[config.mk]
export PLATFORM = sky130hd
export DESIGN_NAME = lag_cell_rule
export DESIGN_NICKNAME = d
export VERILOG_FILES = /design/src/rtl/lag_pkg.sv /design/src/rtl/lag_cell_rule.sv
export SDC_FILE = /design/constraint.sdc
export NUM_CORES = 1
export LEC_CHECK = 0
export BUFFER_PORTS_ARGS = -buffer_cell sky130_fd_sc_hd__buf_2
export CAP_MARGIN = 30
export CORE_AREA = 2 2 39 41
export DETAILED_ROUTE_END_ITERATION = 6
export DIE_AREA = 0 0 41 43
export SLEW_MARGIN = 40
export SYNTH_ARGS = -nofsm -noshare
export SYNTH_HDL_FRONTEND = slang
export SYNTH_SLANG_ARGS = --single-unit
[constraint.sdc]
create_clock -name vclk -period 3.8
set_input_delay 0.38 -clock vclk [all_inputs]
set_output_delay 0.38 -clock vclk [all_outputs]
set_load 0.1 [all_outputs]
[src/rtl/lag_pkg.sv]
// Shared types and constants for the life automaton generation block.
`timescale 1ns / 1ps

package lag_pkg;

   // command codes carried by req_command
   typedef enum logic [1:0] {
      CMD_WRITE = 2'd0,
      CMD_STEP  = 2'd1,
      CMD_READ  = 2'd2
   } cmd_type;

   // configuration register indexes
   localparam logic [1:0] CSR_WIDTH_IN_USE  = 2'd0;
   localparam logic [1:0] CSR_HEIGHT_IN_USE = 2'd1;
   localparam logic [1:0] CSR_GEN_LIMIT     = 2'd2;

   // configuration reset values
   localparam logic [6:0]  WIDTH_RESET     = 7'd64;
   localparam logic [6:0]  HEIGHT_RESET    = 7'd64;
   localparam logic [15:0] GEN_LIMIT_RESET = 16'd1000;

   // saturation point of the generation count
   localparam logic [15:0] GEN_MAX = 16'hFFFF;

   // B3/S23 neighbour counts
   localparam logic [3:0] BIRTH_COUNT   = 4'd3;
   localparam logic [3:0] SURVIVE_COUNT = 4'd2;

endpackage

[src/rtl/lag_cell_rule.sv]
// One cell of the B3/S23 update: neighbour count and next state.
`timescale 1ns / 1ps

module lag_cell_rule (
   input  logic [7:0] neighbours,
   input  logic       alive,
   output logic       next_alive
);
   import lag_pkg::*;

   logic [3:0] count;

   // count live neighbours and apply birth on three, survival on two or three
   always_comb begin
      count      = 4'($countones(neighbours));
      next_alive = (count == BIRTH_COUNT) || (alive && (count == SURVIVE_COUNT));
   end

endmodule

## Word-level counts from Yosys, hierarchy flattened

Cells that the tools add are included.

| storage, ports and cells | value |
|---|---|
| word-level logic and storage cells | 11 |
| output and inout bits | 1 |
| register bits | 0 |
| bits of input ports | 9 |

| operators by class | value |
|---|---|
| reductions and logical operators | 2 |
| equal/unequal tests | 2 |
| $add $sub $neg | 7 |

Operators by type and width:

| cell | number |
|---|---|
| $add A1 B1 Y2 | 4 |
| $eq A4 B2 Y1 const B | 2 |
| $add A2 B2 Y3 | 2 |
| $add A3 B3 Y4 | 1 |
| $logic_and A1 B1 Y1 | 1 |
| $logic_or A1 B1 Y1 | 1 |

## Longest topological paths before layout

| logic depth | value |
|---|---|
| word-level depth | 6 |
| depth in mapped cells | 9 |

## Least setup slack after synthesis

No wires, ideal clock.

| timing | value |
|---|---|
| path kind | in2out |
| start point | input neighbours[0] |
| end point | output next_alive |
| arrival time | 4.178 ns |
| stages on the path | 9 |
| setup slack | -0.758 ns |
| cell sequence | inv_1 > fa_1 > fa_1 > fa_1 > inv_1 > ha_1 > fa_1 > or2_0 > a21oi_1 |

| between the ends | value |
|---|---|
| longest elaborated chain between the ends | 6 |
| elaborated cells between the ends (all ways) | 7 |

RTL lines:

| item | RTL line | source |
|---|---|---|
| from (decl) | lag_cell_rule.sv:5 | `input logic [7:0] neighbours,` |
| $add A1 B1 Y2 (not written as such) (*) | lag_cell_rule.sv:15 | `count = 4'($countones(neighbours));` |
| $add A2 B2 Y3 (not written as such) (*) | lag_cell_rule.sv:15 |  |
| $add A3 B3 Y4 (not written as such) (*) | lag_cell_rule.sv:15 |  |
| $eq A4 B2 Y1 | lag_cell_rule.sv:16 | `next_alive = (count == BIRTH_COUNT) \|\| (alive && (count == SURVIVE_COUNT));` |
| $logic_and A1 B1 Y1 | lag_cell_rule.sv:16 |  |
| $logic_or A1 B1 Y1 (*) | lag_cell_rule.sv:16 |  |
| to (decl) | lag_cell_rule.sv:7 | `output logic next_alive` |

Every way passes the cells marked *; elsewhere a longest branch is shown, timed or not.

## Worst setup path in the final report

Same ends and word-level chain as after synthesis.

==> impl_metrics.env <==
export IMPL_run_status="finished, final reports clean"
export IMPL_fin_cells=49
export IMPL_num_io_pins=10
export IMPL_drc=0
export IMPL_slowest_delay_ns=0.54
export IMPL_cp_data_arrival_time_ns=3.22
export IMPL_final_net_count=51
export IMPL_synth_cell_types=7
export IMPL_die_area_sq_um=1760
export IMPL_relSlewSlack_pct=78.8
export IMPL_nFillCells=158
export IMPL_drv_slew=0
export IMPL_synth_top_area_cell="fa_1"
export IMPL_ys_seq_area_share_pct=0
export IMPL_drive_gt1_share_pct=33.3
export IMPL_cts_resized=0
export IMPL_wl_per_cell_microns=5.27
export IMPL_synth_warnings=0
export IMPL_core_sq_um=1380
export IMPL_seq_cell_count=0
export IMPL_hold_class="input pin to output pin"
export IMPL_pre_cts_slack_ns=0.184
export IMPL_cts_hold_buf=0
export IMPL_post_cts_buffers=0
export IMPL_first_pass_iters=1
export IMPL_grt_ovfl_total=0
export IMPL_worst_slew_pin_slew_ns=0.315
export IMPL_dp_cells=49
export IMPL_grt_use_total_pct=3.11
export IMPL_critPathMaxFanout=2
export IMPL_setup_tns_ns=0
export IMPL_initial_utilization_pct=13.4
export IMPL_die_h_microns=43
export IMPL_grt_setup_unrepaired="no"
export IMPL_cap_violations=0
export IMPL_crit_path_start_kind="input pin"
export IMPL_grt_pass1_wl_microns=420
export IMPL_final_util_pct=20.3
export IMPL_path_cells="buf_2 -> inv_1 -> fa_1 -> fa_1 -> fa_1 -> inv_1 -> ha_1 -> fa_1 -> or2_0 -> a21oi_4 -> buf_12"
export IMPL_synth_most_common_cell="inv_1"
export IMPL_via_per_inst=3.27
export IMPL_syn_to_final_growth_pct=52.0
export IMPL_dp_hpwl_microns=270
export IMPL_routed_wl_microns=258
export IMPL_path_buf_inv=4
export IMPL_max_freq_mhz=278
export IMPL_cpMaxStageDelayCell="fa_1"
export IMPL_fp_dieW_microns=41
export IMPL_crit_type="input pin to output pin"
export IMPL_synth_common_cells="11 x inv_1, 4 x fa_1, 3 x ha_1"
export IMPL_ir_drop_uv=105
export IMPL_crit_required_ns=3.42
export IMPL_crit_family="adder cells"
export IMPL_finalHoldViolCount=0
export IMPL_finalCriticalPeriod_ns=3.60
export IMPL_clockBufferCount=0
export IMPL_synth_area_sq_um=185
export IMPL_ant_nets=0
export IMPL_finalWorstSetupSlack_ns=0.198
export IMPL_netlist_instances=23
export IMPL_finalSetupViolCount=0
export IMPL_initialDrtViolationCount=0
export IMPL_portBuffers=10
export IMPL_endpoint_kind="output pin"
export IMPL_antenna_found_initial=0
export IMPL_netlist_top_cells_area="fa_1 43%, inv_1 22%, ha_1 20%"
export IMPL_num_rows=14
export IMPL_n_antenna_cell=0
export IMPL_power_density_nw_per_um2=373
export IMPL_power_total_mw=0.105
export IMPL_grt_pass1_vias=131
export IMPL_synth_top_area_share_pct=43.2
export IMPL_globalplace_congestion=0.453
export IMPL_dr_total_vias=160
export IMPL_register_area_sq_um=0
export IMPL_crit_path_frequent_cell="fa_1"
export IMPL_syn_nets=39
export IMPL_avgSynthCellArea_sq_um=8.05
export IMPL_grt_max_degree=3
export IMPL_finalCritPeriodShare_pct=94.8
export IMPL_p_leak_nw=0.163
power by group:
part           switching [mW]  internal, mW
clock                       0             0
sequential                  0             0
combinational          0.0640        0.0411
stage by stage:
step	instance area [sq um]	hold WS, ns
global placement	282	1.28
CTS	282	1.28
detailed placement	282	1.28
global route	282	1.32
floorplan	196	1.17
finish	282	1.28
final cells by class:
class / count / area (sq um) / share of cell area [%]
Inverter: 11 / 41.3 / 14.7
Multi-Input combinational cell: 12 / 155 / 55.1
Timing Repair Buffer: 10 / 65.1 / 23.1
Tap cell: 16 / 20.0 / 7.11
metal layers:
metal	part of all wire (%)	up-vias	global-route usage, %	wire, microns
met5	0	-	0	0
met1	41	70	3.21	107
met4	0	0	0	0
met2	51	5	6.56	132
met3	7.0	0	0	18
li1	-	85	-	-
kinds of logic after synthesis:
group	share of synthesized area (%)
adders and majority gates	63.5
buffers and inverters	22.3
and+or+nand+nor	6.08
AOI/OAI and AO/OA	8.11
path summary, 6_finish.rpt:
check    endpoint          start  cells past startpoint  slack, ns
max    next_alive  neighbours[0]                     11       0.20
min    next_alive          alive                      4       1.28
layout by cell type, fill, tap and decap left out:
cell type / Yosys / final
inv_1: 11 / 11
buf_2: 0 / 9
fa_1: 4 / 4
ha_1: 3 / 3
a21oi_1: 2 / 1
nand3_1: 1 / 1
or2_0: 1 / 1
o21ai_0: 1 / 1
a21oi_4: 0 / 1
buf_12: 0 / 1
Power figures use the tool's default switching activity.
