<file path="src/rtl/lag_row_stage.sv">
// One row of the grid: a stage of the rotating row ring.
`timescale 1ns / 1ps

module lag_row_stage #(
   parameter int COLS = 64
) (
   input  logic            clock,
   input  logic            reset,
   input  logic            shift,
   input  logic [COLS-1:0] row_d,
   output logic [COLS-1:0] row_q
);

   logic [COLS-1:0] row_ff;
   logic [COLS-1:0] row_in;

   // take the neighbour's row while the ring turns, hold otherwise
   always_comb begin
      row_in = shift ? row_d : row_ff;
   end

   // clear to dead at reset
   always_ff @(posedge clock) begin
      if (reset) begin
         row_ff <= '0;
      end else begin
         row_ff <= row_in;
      end
   end

   assign row_q = row_ff;

endmodule

</file>
<file path="config.mk">
export PLATFORM = sky130hd
export DESIGN_NAME = lag_row_stage
export DESIGN_NICKNAME = d
export VERILOG_FILES = /design/src/rtl/lag_row_stage.sv
export SDC_FILE = /design/constraint.sdc
export NUM_CORES = 1
export LEC_CHECK = 0
export BUFFER_PORTS_ARGS = -buffer_cell sky130_fd_sc_hd__buf_2
export CAP_MARGIN = 20
export CORE_ASPECT_RATIO = 0.75
export CORE_MARGIN = 10
export CORE_UTILIZATION = 40
export CTS_CLUSTER_SIZE = 8
export DETAILED_ROUTE_END_ITERATION = 16
export PLACE_DENSITY = 0.74
export SLEW_MARGIN = 25
export SYNTH_ARGS = -nofsm -noshare
export SYNTH_HDL_FRONTEND = slang
export SYNTH_SLANG_ARGS = --single-unit
</file>
<file path="constraint.sdc">
create_clock -name clock -period 1.6 [get_ports clock]
set_input_delay 0.16 -clock clock [delete_from_list [all_inputs] [get_ports clock]]
set_output_delay 0.16 -clock clock [all_outputs]
set_load 0.01 [all_outputs]
</file>
Word-level counts from Yosys, hierarchy flattened
Cells that the tools add are included.
W data, S select, Z words.
- word-level logic and storage cells: 1
- flip-flop bits (word level): 64

Depth between registers and ports, before layout
Gate-level depths: netlist (run 1).
- depth after elaboration: 0
- depth in mapped cells: 4

Least setup slack after synthesis (run 1)
No wires, ideal clock.
- kind: input to register
- start point: input port shift
- end point: register row_ff[10], in the netlist row_q[10]
- path slack: 0.786 ns
- cell stages on the path: 4
- setup time: 0.128 ns
- data arrival time: 0.686 ns
- cells stage by stage: buf_6 > buf_8 > mux2i_1 > nor2_1
- RTL lines (item ; RTL line ; source):
    start, declared ; 9 ; input logic shift,
    end signal, assigned ; 27 ; row_ff <= row_in;
    end, declared ; 14 ; logic [COLS-1:0] row_ff;

Worst setup path in the final report (run 1)
- start point: register row_ff[15], in the netlist row_q[15]
- end point: output port row_q[15]
- RTL lines (item ; RTL line ; source):
    end, declared ; 11 ; output logic [COLS-1:0] row_q
No word-level cell between the ends.

==> run_results.csv, run 1 <==
group,metric,value,unit
power,power_frac_clock,0.400,
die,start_util,0.421,
timing,finalClockSkew,0,ns
die,num_rows,23,
power,power_frac_seq,0.477,
die,core-area,0.00544,sq mm
global_route,grt_overflow,0,
setup_path,crit_arrival,0.82,ns
synth,ys_seq_area_frac,0.559,
setup_path,path_delay_family,"flip-flops",
drt,drc,0,
global_route,grt_pass1_vias,1907,
die,die_width,107,microns
clock_network,clockBufferDepth,2,
timing,rsz0062_at_grt,"false",
power,p_leak,1.74,nW
drt,wl_met2,2450,microns
synth,syn-num-nets,273,
synth,synth_edf_count,0,
power,swShare,0.229,
outcome,status,"finished clean",
timing,period_needed,0.977,ns
final_layout,fin_area,0.00317,sq mm
clock_network,cts_tree,"yes",
clock_network,insertion_delay,0.33,ns
synth,synth_adder_area_share,0,
timing,setup_viol,0,
drt,wl,5900,microns
synth,synth-compound-area-share,0,
clock_network,cts_made_buffers,9,
clock_network,clkTransAtPathRegs,0.07,ns
timing,hold_viol,0,
global_route,grt_pass1_wl,9460,microns
drt,maxUsedRoutingLayer,"met4",
synth,synthArstFlopShare,0,
synth,ys_types,7,
synth,synth_top_area_frac,0.559,
die,die_h,85.5,microns
final_layout,drive_gt1_frac,0.432,
placed_design,post-dp-hpwl,4330,microns
synth,syn_area_per_cell,11.1,sq um
drt,drtIter0Drc,73,
final_layout,nFillCells,504,
setup_path,cp-start-kind,"flop",
clock_network,cts_num_sinks,64,
synth,synthXorXnorAreaFrac,0,
timing,worstMarginPinSlew,0.447,ns
timing,period_share,0.611,
die,die_area,0.00919,sq mm
clock_network,cts_hold_buf,0,
drt,ant_nets,0,
final_layout,nNetsFinal,402,
final_layout,multiInputGateArea,881,sq um
placed_design,gp_congestion,0.738,
final_layout,regArea,0.00128,sq mm
drt,vias,1840,
drt,wl_per_cell,14.2,microns
final_layout,diodes,0,
setup_path,path_cells,"buf_2",
synth,synthCells,206,
clock_network,htreeDepth,3,
die,io_pins,131,
global_route,antenna_found_initial,0,
synth,synthTopCellsByCount,"dfxtp_1 (64), mux2i_1 (64), nor2_1 (64)",
power,powerDensity,1150,mW/mm^2
synth,synth_area,0.00229,sq mm
global_route,track_usage,0.128,
clock_network,post_cts_buffers,0,
synth,ys_warn_count,0,
setup_path,cp_num_buf_inv,1,
setup_path,cp_data_required_time,1.44,ns
setup_path,rrSetupSlack,0.98,ns
synth,synthMuxAreaShare,0.280,
clock_network,root_buffer,"clkbuf_8",
synth,synth_ff_type,"dfxtp_1",
power,p_int,2.80,mW
placed_design,placed_area,0.00295,sq mm
timing,drv_slew,0,
power,ir_drop,0.000585,V
placed_design,port_buffers,130,
synth,synthTopCellsByArea,"dfxtp_1 (56%), mux2i_1 (28%), nor2_1 (10%)",
synth,synth-seq-cells,64,
setup_path,cp_slowest_stage_delay,0.34,ns
drt,vias_per_cell,4.43,
timing,fin_tns_setup,0,ns
synth,synth_top_family_by_area,"multiplexers",
final_layout,syn_to_final_growth,38.2,%
timing,slew-limit-headroom,0.702,
setup_path,worstPathMaxFanout,2,
job,cap_violations,0,
drt,drt-pass1-iter-count,4,
drt,wl_met3,802,microns
clock_network,post_cts_resized,0,
setup_path,worst_setup_path_end_kind,"output pin",
setup_path,crit_type,"flop to output pin",
timing,clock.fmax,1020,MHz
power,combPwrFrac,0.123,
synth,yosysTopAreaCell,"dfxtp_1",
final_layout,largest_reg_flops,64,
drt,wl_met1,2590,microns
worst_hold_path,hold_path_class,"input port to flop",
synth,post_synth_and_or_nand_nor_area_fraction,0.105,
global_route,grt_max_degree,65,
power,power.switching,832,uW
setup_path,slowest_stage,"dfxtp_1",
## per-stage QoR
stage               setup WS [ns]  instances  hold slack [ns]   util  power, mW
detailed placement          0.524        399            0.403  0.542       2.22
floorplan                   0.786        206            0.307      -       2.03
global placement            0.546        399            0.390  0.542       2.21
finish                      0.623        415           0.0604  0.582       3.63
CTS                         0.598        415           0.0431  0.582       3.69
global route                0.566        415           0.0508  0.582       3.82
## power by group through the flow
stage	registers (mW)	logic [mW]	clock network, mW
after floorplan	1.81	0.211	0
after global placement	1.76	0.445	0
after detailed placement	1.77	0.454	0
after CTS	1.73	0.454	1.50
after global routing	1.74	0.496	1.58
final	1.73	0.446	1.45
## layout make-up
| cell class | count | share of cell area |
|---|---|---|
| flip-flops and latches | 64 | 0.405 |
| multi-input cells | 128 | 0.278 |
| repair buffers | 132 | 0.219 |
| clock buffers | 14 | 0.0577 |
| well taps | 75 | 0.0296 |
| clock inverters | 2 | 0.0111 |
## logic make-up after synthesis
kind of cell	Yosys count
DFF	64
and+or+nand+nor	64
buffers and inverters	14
muxes	64
## layer usage
| metal | up-vias | track usage |
|---|---|---|
| li1 | 931 | - |
| met1 | 811 | 0.148 |
| met2 | 90 | 0.180 |
| met4 | 0 | 0.0472 |
| met3 | 8 | 0.0889 |
| met5 | - | 0 |
## cells in the final DEF, fill, tap and decap left out, drive strengths merged
cell	synthesis	final
buf	13	132
mux2i	64	64
nor2	64	64
dfxtp	64	64
clkbuf	1	14
clkinv	0	1
bufinv	0	1
## final timing paths
kind / from / end / cells after the start
worst max-delay path: row_q[15] / row_q[15] / 1
worst min-delay path: row_d[0] / row_q[0] / 3
worst max register to register: row_q[15] / row_q[15] / 2
worst min register to register: row_q[35] / row_q[35] / 2
(Power assumes the default switching activity.)
==> inputs of run 2 (changes only) <==
Settings changed: CORE_UTILIZATION 40 to 39, PLACE_DENSITY 0.74 to 0.75.
Clock period 1.6 ns to 0.8 ns, I/O delays scaled along.
==> run_results.csv, run 2 (synthesis gave the netlist of run 1 again) <==
group,metric,value,unit
outcome,status,"complete, but fails checks",
outcome,violations,"negative setup slack",
die,io_pins,131,
setup_path,cp-start-kind,"input port",
die,die_h,86.4,microns
setup_path,crit_type,"input port to flop",
global_route,grt_pass1_vias,2542,
final_layout,postLayoutCoreUtil,0.759,
timing,fin_tns_setup,-3.26,ns
job,cap_violations,0,
clock_network,root_buffer,"clkbuf_8",
final_layout,drive_gt1_frac,0.560,
timing,worstMarginPinSlew,0.265,ns
power,powerDensity,1770,mW/mm^2
clock_network,cts_tree,"yes",
timing,finalClockSkew,0,ns
setup_path,cp_slowest_stage_delay,0.53,ns
drt,vias_per_cell,4.63,
setup_path,cp_data_required_time,1.00,ns
final_layout,nNetsFinal,478,
timing,rsz0062_at_grt,"true",
final_layout,largest_reg_flops,64,
setup_path,crit_arrival,1.09,ns
placed_design,dp_slack,-0.0388,ns
timing,clock.fmax,1120,MHz
clock_network,cts_made_buffers,9,
global_route,grt_max_degree,40,
timing,slew-limit-headroom,0.818,
drt,drtIter0Drc,57,
global_route,grt_pass1_wl,13100,microns
final_layout,final_cell_mix,"buf_2 (65), buf_6 (65), nor2_1 (64), dfxtp_2 (64), mux2i_1 (62)",
drt,drt-pass1-iter-count,4,
die,core-area,0.00577,sq mm
final_layout,fin_area,0.00437,sq mm
worst_hold_path,hold_path_class,"input port to flop",
global_route,grt_overflow,0,
placed_design,post-dp-hpwl,4680,microns
final_layout,syn_to_final_growth,90.9,%
timing,period_share,1.12,
setup_path,worst_setup_path_end_kind,"flop",
drt,wl_per_cell,17.5,microns
final_layout,diodes,0,
placed_design,dp_cells,406,
setup_path,worstPathMaxFanout,1,
drt,ant_nets,0,
die,start_util,0.397,
timing,setup_viol,66,
placed_design,placed_area,0.00301,sq mm
global_route,track_usage,0.178,
timing,period_needed,0.892,ns
global_route,antenna_found_initial,0,
drt,vias,2276,
setup_path,slowest_stage,"dlygate4sd3_1",
clock_network,clkTransAtPathRegs,0.07,ns
clock_network,htreeDepth,3,
setup_path,path_cells,"dlygate4sd3_1, buf_2, mux2i_1, nor2_1",
clock_network,insertion_delay,0.33,ns
placed_design,gp_congestion,0.756,
timing,drv_slew,0,
drt,drc,0,
power,p_leak,2.16,nW
die,die_width,109,microns
timing,hold_viol,0,
clock_network,cts_num_sinks,64,
drt,wl,8620,microns
final_layout,fin_cells,492,
timing,fin_ws,-0.0924,ns
die,die_area,0.00937,sq mm
placed_design,port_buffers,130,
power,ir_drop,0.00111,V
die,num_rows,24,
clock_network,clockBufferDepth,2,
## run 2: cell types whose count changed in the layout (fill, tap and decap cells not counted), moves of 17 or more
cell / previous run / this run
buf_2: 129 / 65
buf_4: 1 / 18
buf_6: 0 / 65
dfxtp_1: 64 / 0
dfxtp_2: 0 / 64
dlygate4sd3_1: 0 / 56
## run 2: area by class of cell
type	count	area [sq um]
clock buffers	11	151
clock inverters	3	42.5
flip-flops and latches	64	1360
multi-input cells	128	888
repair buffers	208	1830
fillers	370	1390
well taps	78	97.6
## run 2: through the flow
step	hold slack [ns]	total power, mW
3_3_place_gp	0.310	4.45
2_1_floorplan	0.227	4.05
4_1_cts	0.000434	7.74
3_5_place_dp	0.325	4.48
6_report	0.00833	7.76
5_1_grt	0.00318	8.12
## run 2: worst max-delay path, delay by kind of cell
| kind | cells | cell delay (ns) |
|---|---|---|
| AND/OR/NAND/NOR | 1 | 0.12 |
| buffers and inverters | 2 | 0.65 |
| multiplexers | 1 | 0.24 |
## run 2: repair_timing
action                                  4_1_cts  5_1_grt
hold buffers                                 56        0
buffers inserted                              6       10
pin swaps                                     0        2
endpoints found under the hold margin        56        0
endpoints found under the setup margin       64       66
resized for setup                           129        3
## run 2: worst paths after layout
kind	from	end	slack (ns)	cells after the start
min reg2reg	row_q[36]	row_q[36]	0.50	2
max reg2reg	row_q[46]	row_q[46]	-0.01	2
min	row_d[27]	row_q[27]	0.008	3
max	row_d[46]	row_q[46]	-0.09	4
## run 2: metal layers
metal,routed length [microns],up-vias,track usage
li1,-,1084,-
met1,3260,1056,0.178
met2,4090,115,0.297
met3,1050,21,0.112
met4,227,0,0.0621
met5,0,-,0
## run 2: report_power, final
group          switching [mW]  internal [mW]  leakage [nW]
Clock                    1.14           1.57        0.0973
Sequential              0.141           3.42         0.551
Combinational           0.575          0.915          1.51
